$ cat src/hw/rtl/wsled_pkg.sv
`default_nettype none
// ----------------------------------------------------------------------------
// wsled_pkg
// Shared types and constants for the WS2812B LED chain driver.
// ----------------------------------------------------------------------------
package wsled_pkg;

   // Chain geometry
   localparam int LED_COUNT = 16;
   localparam int LED_IDX_W = (LED_COUNT > 1) ? $clog2(LED_COUNT) : 1;
   localparam int PIX_W     = 24;
   localparam int BIT_IDX_W = $clog2(PIX_W);

   localparam logic [LED_IDX_W-1:0] LED_LAST    = LED_IDX_W'(LED_COUNT - 1);
   localparam logic [BIT_IDX_W-1:0] BIT_MSB     = BIT_IDX_W'(PIX_W - 1);
   localparam logic [PIX_W-1:0]     PIX_RESET   = 24'd10;

   // Command codes carried in the mode field
   localparam logic [1:0] MODE_WRITE = 2'd0;
   localparam logic [1:0] MODE_START = 2'd1;
   localparam logic [1:0] MODE_TICK  = 2'd2;

   // Register indexes
   localparam logic [1:0] CSR_BIT_PERIOD   = 2'd0;
   localparam logic [1:0] CSR_ZERO_HIGH    = 2'd1;
   localparam logic [1:0] CSR_ONE_HIGH     = 2'd2;
   localparam logic [1:0] CSR_BREAK_LENGTH = 2'd3;

   // Register reset values
   localparam logic [7:0]  BIT_PERIOD_RESET   = 8'd105;
   localparam logic [7:0]  ZERO_HIGH_RESET    = 8'd33;
   localparam logic [7:0]  ONE_HIGH_RESET     = 8'd67;
   localparam logic [15:0] BREAK_LENGTH_RESET = 16'd25200;

   typedef enum logic [1:0] {
      PH_IDLE  = 2'd0,
      PH_DATA  = 2'd1,
      PH_BREAK = 2'd2
   } phase_type;

   typedef struct packed {
      logic [1:0] mode;
      logic [3:0] pixel_position;
      logic [7:0] green_level;
      logic [7:0] red_level;
      logic [7:0] blue_level;
   } req_type;

   typedef struct packed {
      logic line_level;
      logic busy_res;
      logic data_done;
      logic break_done;
   } rsp_type;

   typedef struct packed {
      logic [7:0]  bit_period;
      logic [7:0]  zero_high_ticks;
      logic [7:0]  one_high_ticks;
      logic [15:0] break_length;
   } cfg_type;

   typedef struct packed {
      logic                 en;
      logic [LED_IDX_W-1:0] addr;
      logic [PIX_W-1:0]     data;
   } pix_wr_type;

endpackage
`default_nettype wire

$ cat src/hw/rtl/wsled_pixel_store.sv
`default_nettype none
// ----------------------------------------------------------------------------
// wsled_pixel_store
// GRB colour register file, one write port and one read port with the
// write in the same cycle forwarded to the read.
// ----------------------------------------------------------------------------
module wsled_pixel_store (
   input  wire logic                            clock,
   input  wire logic                            reset,
   input  wire wsled_pkg::pix_wr_type           wr,
   input  wire logic [wsled_pkg::LED_IDX_W-1:0] rd_addr,
   output logic [wsled_pkg::PIX_W-1:0]          rd_data
);

   logic [wsled_pkg::PIX_W-1:0] pixel_ff [wsled_pkg::LED_COUNT];

   // Colour registers, reset to the default colour
   always_ff @(posedge clock) begin
      if (reset) begin
         for (int i = 0; i < wsled_pkg::LED_COUNT; i++) begin
            pixel_ff[i] <= wsled_pkg::PIX_RESET;
         end
      end else if (wr.en) begin
         pixel_ff[wr.addr] <= wr.data;
      end
   end

   // Read with forwarding of a write in the same cycle
   always_comb begin
      if (wr.en && (wr.addr == rd_addr)) begin
         rd_data = wr.data;
      end else begin
         rd_data = pixel_ff[rd_addr];
      end
   end

endmodule
`default_nettype wire

$ cat src/hw/rtl/wsled_sequencer.sv
`default_nettype none
// ----------------------------------------------------------------------------
// wsled_sequencer
// Frame state machine: bit position, tick counter, line level and the
// end-of-data / end-of-break pulses, one command per step.
// ----------------------------------------------------------------------------
module wsled_sequencer (
   input  wire logic              clock,
   input  wire logic              reset,
   input  wire logic              step,
   input  wire wsled_pkg::req_type item,
   input  wire wsled_pkg::cfg_type cfg,
   output wsled_pkg::rsp_type     rsp_in
);

   wsled_pkg::phase_type                phase_ff, phase_in;
   logic [wsled_pkg::LED_IDX_W-1:0]     led_ff, led_in;
   logic [wsled_pkg::BIT_IDX_W-1:0]     bit_ff, bit_in;
   logic [15:0]                         tick_ff, tick_in;
   logic                                data_done;
   logic                                break_done;
   logic [7:0]                          high_ticks;
   logic [wsled_pkg::PIX_W-1:0]         pix_data;
   wsled_pkg::pix_wr_type               pix_wr;

   // Pixel writes go straight to the store, positions off the chain dropped
   always_comb begin
      pix_wr.en   = step && (item.mode == wsled_pkg::MODE_WRITE) &&
                    (32'(item.pixel_position) < wsled_pkg::LED_COUNT);
      pix_wr.addr = wsled_pkg::LED_IDX_W'(item.pixel_position);
      pix_wr.data = {item.green_level, item.red_level, item.blue_level};
   end

   wsled_pixel_store u_store (
      .clock   (clock),
      .reset   (reset),
      .wr      (pix_wr),
      .rd_addr (led_in),
      .rd_data (pix_data)
   );

   // State register
   always_ff @(posedge clock) begin
      if (reset) begin
         phase_ff <= wsled_pkg::PH_IDLE;
         led_ff   <= '0;
         bit_ff   <= wsled_pkg::BIT_MSB;
         tick_ff  <= '0;
      end else begin
         phase_ff <= phase_in;
         led_ff   <= led_in;
         bit_ff   <= bit_in;
         tick_ff  <= tick_in;
      end
   end

   // Next state
   always_comb begin
      phase_in   = phase_ff;
      led_in     = led_ff;
      bit_in     = bit_ff;
      tick_in    = tick_ff;
      data_done  = 1'b0;
      break_done = 1'b0;
      if (step) begin
         case (item.mode)
            wsled_pkg::MODE_START: begin
               if (phase_ff == wsled_pkg::PH_IDLE) begin
                  phase_in = wsled_pkg::PH_DATA;
                  led_in   = '0;
                  bit_in   = wsled_pkg::BIT_MSB;
                  tick_in  = '0;
               end
            end
            wsled_pkg::MODE_TICK: begin
               case (phase_ff)
                  wsled_pkg::PH_DATA: begin
                     if (tick_ff >= {8'd0, cfg.bit_period}) begin
                        tick_in = '0;
                        if (bit_ff == '0) begin
                           bit_in = wsled_pkg::BIT_MSB;
                           if (led_ff == wsled_pkg::LED_LAST) begin
                              led_in    = '0;
                              phase_in  = wsled_pkg::PH_BREAK;
                              data_done = 1'b1;
                           end else begin
                              led_in = led_ff + wsled_pkg::LED_IDX_W'(1);
                           end
                        end else begin
                           bit_in = bit_ff - wsled_pkg::BIT_IDX_W'(1);
                        end
                     end else begin
                        tick_in = tick_ff + 16'd1;
                     end
                  end
                  wsled_pkg::PH_BREAK: begin
                     if (tick_ff >= cfg.break_length) begin
                        tick_in    = '0;
                        phase_in   = wsled_pkg::PH_IDLE;
                        break_done = 1'b1;
                     end else begin
                        tick_in = tick_ff + 16'd1;
                     end
                  end
                  default: begin
                  end
               endcase
            end
            default: begin
            end
         endcase
      end
   end

   // Line level and status after this command
   always_comb begin
      high_ticks        = pix_data[bit_in] ? cfg.one_high_ticks : cfg.zero_high_ticks;
      rsp_in.line_level = (phase_in == wsled_pkg::PH_DATA) && (tick_in < {8'd0, high_ticks});
      rsp_in.busy_res   = (phase_in != wsled_pkg::PH_IDLE);
      rsp_in.data_done  = data_done;
      rsp_in.break_done = break_done;
   end

   // Checks
   a_idle_parked : assert property (@(posedge clock) disable iff (reset)
      (phase_ff == wsled_pkg::PH_IDLE) |->
         (led_ff == '0) && (bit_ff == wsled_pkg::BIT_MSB) && (tick_ff == '0))
      else $error("idle with a frame position not parked");

   a_data_done_break : assert property (@(posedge clock) disable iff (reset)
      data_done |=> (phase_ff == wsled_pkg::PH_BREAK))
      else $error("end of data without entering the break");

   a_break_done_idle : assert property (@(posedge clock) disable iff (reset)
      break_done |=> (phase_ff == wsled_pkg::PH_IDLE) && !$past(data_done))
      else $error("end of break without going idle");

   a_pulse_on_tick : assert property (@(posedge clock) disable iff (reset)
      (data_done || break_done) |-> (step && (item.mode == wsled_pkg::MODE_TICK)))
      else $error("completion pulse outside a tick");

endmodule
`default_nettype wire

$ cat src/hw/rtl/ws2812_led_chain_driver.sv
`default_nettype none
// ----------------------------------------------------------------------------
// ws2812_led_chain_driver
// WS2812B chain driver: pixel colour store and serial frame generator.
//
// Commands arrive on the req_ channel (valid/ready): pixel write, frame start
// or one timer tick. Every command gives exactly one status transfer on the
// rsp_ channel: line level, busy, and the end-of-data / end-of-break pulses,
// all showing the state after that command.
// A command is held in an input register, then the frame state machine and
// colour store update in one pass into the result register, which holds the
// response until it is taken. One command per cycle is sustained while the
// receiver takes each result.
// When the receiver stalls, one further command is taken into the input
// register; after that req_ready drops until the result is taken.
// Timing registers are written on the csr_ port and take effect from the
// next command. Synchronous reset clears both stages, sets every LED to the
// default colour, idles the line and loads the default timing.
// ----------------------------------------------------------------------------
module ws2812_led_chain_driver (
   input  wire logic               clock,
   input  wire logic               reset,
   input  wire logic               req_valid,
   output logic                    req_ready,
   input  wire wsled_pkg::req_type req_data,
   output logic                    rsp_valid,
   input  wire logic               rsp_ready,
   output wsled_pkg::rsp_type      rsp_data,
   input  wire logic               csr_wr_en,
   input  wire logic [1:0]         csr_index,
   input  wire logic [15:0]        csr_write_data
);

   wsled_pkg::cfg_type cfg_ff;
   wsled_pkg::req_type req_ff;
   logic               req_valid_ff;
   logic               rsp_valid_ff;
   wsled_pkg::rsp_type rsp_ff, rsp_in;
   logic               step;

   // Stage movement
   assign step      = req_valid_ff && (!rsp_valid_ff || rsp_ready);
   assign req_ready = !req_valid_ff || step;
   assign rsp_valid = rsp_valid_ff;
   assign rsp_data  = rsp_ff;

   // Timing registers
   always_ff @(posedge clock) begin
      if (reset) begin
         cfg_ff.bit_period      <= wsled_pkg::BIT_PERIOD_RESET;
         cfg_ff.zero_high_ticks <= wsled_pkg::ZERO_HIGH_RESET;
         cfg_ff.one_high_ticks  <= wsled_pkg::ONE_HIGH_RESET;
         cfg_ff.break_length    <= wsled_pkg::BREAK_LENGTH_RESET;
      end else if (csr_wr_en) begin
         case (csr_index)
            wsled_pkg::CSR_BIT_PERIOD:   cfg_ff.bit_period      <= csr_write_data[7:0];
            wsled_pkg::CSR_ZERO_HIGH:    cfg_ff.zero_high_ticks <= csr_write_data[7:0];
            wsled_pkg::CSR_ONE_HIGH:     cfg_ff.one_high_ticks  <= csr_write_data[7:0];
            wsled_pkg::CSR_BREAK_LENGTH: cfg_ff.break_length    <= csr_write_data;
            default: begin
            end
         endcase
      end
   end

   // Input register
   always_ff @(posedge clock) begin
      if (reset) begin
         req_valid_ff <= 1'b0;
      end else if (req_ready) begin
         req_valid_ff <= req_valid;
      end
   end

   always_ff @(posedge clock) begin
      if (req_valid && req_ready) begin
         req_ff <= req_data;
      end
   end

   // Frame sequencer
   wsled_sequencer u_seq (
      .clock  (clock),
      .reset  (reset),
      .step   (step),
      .item   (req_ff),
      .cfg    (cfg_ff),
      .rsp_in (rsp_in)
   );

   // Result register
   always_ff @(posedge clock) begin
      if (reset) begin
         rsp_valid_ff <= 1'b0;
      end else if (step) begin
         rsp_valid_ff <= 1'b1;
      end else if (rsp_ready) begin
         rsp_valid_ff <= 1'b0;
      end
   end

   always_ff @(posedge clock) begin
      if (step) begin
         rsp_ff <= rsp_in;
      end
   end

endmodule
`default_nettype wire
$ cat config.mk
export PLATFORM = sky130hd
export DESIGN_NAME = ws2812_led_chain_driver
export DESIGN_NICKNAME = d
export VERILOG_FILES = /design/src/hw/rtl/wsled_pkg.sv /design/src/hw/rtl/wsled_pixel_store.sv /design/src/hw/rtl/wsled_sequencer.sv /design/src/hw/rtl/ws2812_led_chain_driver.sv
export SDC_FILE = /design/constraint.sdc
export NUM_CORES = 1
export LEC_CHECK = 0
export BUFFER_PORTS_ARGS = -buffer_cell sky130_fd_sc_hd__buf_4
export CAP_MARGIN = 15
export CORE_MARGIN = 3
export CORE_UTILIZATION = 45
export CTS_BUF_LIST = sky130_fd_sc_hd__clkbuf_8
export DETAILED_ROUTE_END_ITERATION = 12
export PLACE_DENSITY = 0.66
export RECOVER_POWER = 100
export SYNTH_ARGS = -nofsm -noshare
export SYNTH_HDL_FRONTEND = slang
export SYNTH_HIERARCHICAL = 1
export SYNTH_SLANG_ARGS = --single-unit
$ cat constraint.sdc
create_clock -name clock -period 12.15 [get_ports clock]
set_input_delay 1.8225 -clock clock [delete_from_list [all_inputs] [get_ports clock]]
set_output_delay 1.8225 -clock clock [all_outputs]
set_load 0.02 [all_outputs]
==> run_results.csv <==
group,metric,value,unit
outcome,status,"finished with violations",
outcome,violations,"capacitance limit, slew limit",
grt,grt_usage,0.211,
cells_and_area,syn2layout_area_growth,10.0,%
die,fp.dieH,235,um
cts,hold_buffers,0,
die,io_pins,59,
power_and_ir_drop,total_power,3.43,mW
place,pre_cts_slack,3080,ps
die,std_cell_rows,83,
cts,clockBufferDepth,3,
drt,drt-total-wl,58900,um
grt,gr-total-overflow,0,
job,maxCapViolCount,31,
grt,grt_pass1_vias,14554,
cts,tritoncts,"done",
logic_synthesis,yosysMostFrequentCell,"edfxtp_1",
critical_path,crit_path_end_kind,"flop",
die,start_util,0.458,
logic_synthesis,ys.warnings.count,6,
timing,tightest_slew,2930,ps
logic_synthesis,ys_seq_area_frac,0.588,
logic_synthesis,synth_top_area_frac,0.530,
drt,ant_nets,0,
critical_path,worst_setup_path_start_kind,"input pin",
place,placed_cells,2369,
critical_path,cpPeakStageDelay,1740,ps
cells_and_area,nets,1870,
logic_synthesis,synth_cell_types,74,
drt,drt_first_pass_iters,6,
min_path,hold_end,"cfg_ff[20]",
cts,clkLatencyLatePin,670,ps
min_path,worstHoldPathType,"reg -> reg",
logic_synthesis,synth.area.top_cells,"edfxtp_1 53%, and2_1 9.4%, mux4_2 9.1%",
timing,rsz0062_at_grt,"no",
logic_synthesis,synth.largest_area_cell,"edfxtp_1",
die,dieArea,55400,um^2
timing,setup_tns,0,ps
cells_and_area,drive_gt1_frac,0.161,
drt,dr.first_iter.drc_count,1361,
die,die_w,235,um
timing,finalCritPeriodShare,0.830,
cells_and_area,multiInputGateArea,9010,um^2
logic_synthesis,synth.avg_cell_area,13.7,um^2
critical_path,rr_endpoint,"rsp_data[3]",
timing,finalSetupViolCount,0,
critical_path,r2r_slack,2880,ps
drt,via_per_inst,5.60,
cts,post_cts_resized,0,
critical_path,cp.required,12640,ps
critical_path,cp_slowest_cell,"clkbuf_1",
logic_synthesis,synth_commonest_cells,"418 x edfxtp_1, 357 x and2_1, 124 x mux2i_1, 96 x mux4_2, 84 x clkbuf_1",
cells_and_area,fillers,4455,
grt,grt_max_degree,65,
grt,antenna_found_initial,4,
timing,maxSlewViolCount,822,
logic_synthesis,syn_nets,1819,
logic_synthesis,ys_ff_latch,487,
drt,vias,14112,
cells_and_area,design_area,26100,um^2
power_and_ir_drop,powerDensity,132,nW/um^2
place,io_buffers,58,
critical_path,criticalPathCategory,"in -> reg",
cells_and_area,fin_cells,2518,
critical_path,path_max_fanout,26,
drt,drt-wirelength-per-cell,23.4,um
critical_path,arrival,10570,ps
cells_and_area,regArea,13900,um^2
cts,cts_root_buf,"clkbuf_8",
critical_path,r2r-start,"u_seq/tick_ff[7]",
logic_synthesis,syn_inst,1725,
place,dp_hpwl,34600,um
min_path,hp-start,"cfg_ff[20]",
logic_synthesis,synth_edf_count,418,
power_and_ir_drop,peakVddDrop,0.0689,mV
cts,cts_buffers,84,
grt,grt_pass1_wl,88800,um
place,globalplace.congestion,0.838,
min_path,whs_path_depth,2,
timing,setup_ws,2060,ps
cts,post_cts_buffers,0,
logic_synthesis,async_reset_ff_frac,0,
timing,skew,34.9,ps
logic_synthesis,synth_ff_type,"edfxtp_1",
cts,cts.sinks,487,
cts,htreeDepth,3,
power_and_ir_drop,power_leakage,9.15,nW
timing,slew_headroom,-0.954,
critical_path,worstRegToRegCells,29,
timing,hold_viol,0,
die,core_region_area,51700,um^2
cts,clkTransAtPathRegs,60,ps
logic_synthesis,synth_area,23700,um^2
timing,finalCriticalPeriod,10090,ps
drt,drcViolationCount,0,
timing,fmax,99.2,MHz
place,placed_cell_area,24700,um^2
layer usage:
layer	up-vias	track usage	wire length, um
li1	6439	-	-
met1	7086	0.284	24700
met2	482	0.340	28100
met3	103	0.0521	4700
met4	2	0.0669	1310
met5	-	0	75
stage by stage:
step	util	hold slack (ps)
6_report	0.504	472
5_1_grt	0.504	496
4_1_cts	0.506	475
3_5_place_dp	0.477	462
3_3_place_gp	0.477	452
2_1_floorplan	-	434
cells in the final DEF, fill, tap and decap left out, types with 4 or more instances in the layout:
master     synthesis  layout
edfxtp_1         418     418
and2_0             0     192
and2_1           357     165
mux2i_1          124     124
mux4_2            96      96
clkbuf_8           0      89
inv_1             45      82
dfxtp_1           69      69
nor2_1            62      62
nand2b_1          53      53
nand2_1           41      41
ha_1              41      41
buf_4              4      30
clkbuf_4           0      30
a21oi_1           28      28
clkbuf_1          84      28
o21ai_0           27      26
or3_1             25      26
mux2_2            24      24
nor2b_1           18      18
or2_0              0      17
clkinv_1           0      15
nand4_1           13      13
and3_1            12      12
nor3_1            12      12
nand3_1           11      11
o31ai_1           11      10
o2111ai_1         10      10
a22o_1             6       6
nand3b_1           4       4
o211ai_1           4       4
a21o_1             4       4
xor2_1             4       4
critical path, delay by kind of cell:
family,cells,cell delay (ps)
buf+inv,5,3050
simple gates,11,3040
compound gates,7,1660
mux,2,510
fa+ha+maj,1,270
xor+xnor,1,210
sequential cells by signal, summed over array words and instances, names as in the netlist:
signal / cells
u_seq/bit_ff: 5
req_ff: 30
req_valid_ff: 1
u_seq/led_ff: 4
u_seq/tick_ff: 16
u_seq/phase_ff: 2
rsp_data: 4
u_seq/u_store/pixel_ff: 384
rsp_valid: 1
cfg_ff: 40
area by class of cell:
cell class / count / share of cell area
Antenna cell: 1 / 0.0000960
Clock buffer: 89 / 0.0470
Clock inverter: 58 / 0.0112
Inverter: 45 / 0.00648
Multi-Input combinational cell: 1068 / 0.346
Sequential cell: 487 / 0.535
Tap cell: 680 / 0.0326
Timing Repair Buffer: 90 / 0.0223
how the worst max path moves through the flow:
stage	start	to	slack (ps)	cells after the start
final	rsp_ready	rsp_data[3]	2060	27
after global routing	rsp_ready	rsp_data[3]	1490	27
after floorplan	rsp_ready	rsp_data[3]	4800	32
after detailed placement	rsp_ready	rsp_data[3]	3080	28
after CTS	rsp_ready	rsp_data[3]	3750	28
after global placement	rsp_ready	rsp_data[3]	3320	28
power breakdown:
group	internal (mW)	switching, mW	leakage, nW	total (mW)
Sequential	1.87	0.0327	4.79	1.90
Combinational	0.0568	0.104	3.45	0.161
Clock	0.715	0.657	0.901	1.37
cells by family after synthesis:
logic type | Yosys count | share of synthesized area
AO/OA/AOI/OAI | 128 | 0.0378
XOR/XNOR | 7 | 0.00259
adder cells (fa/ha/maj) | 41 | 0.0217
buffers and inverters | 170 | 0.0322
flip-flops | 487 | 0.588
multiplexers | 244 | 0.155
AND/OR/NAND/NOR | 648 | 0.162
No activity file was read; power rests on OpenSTA's default activity.
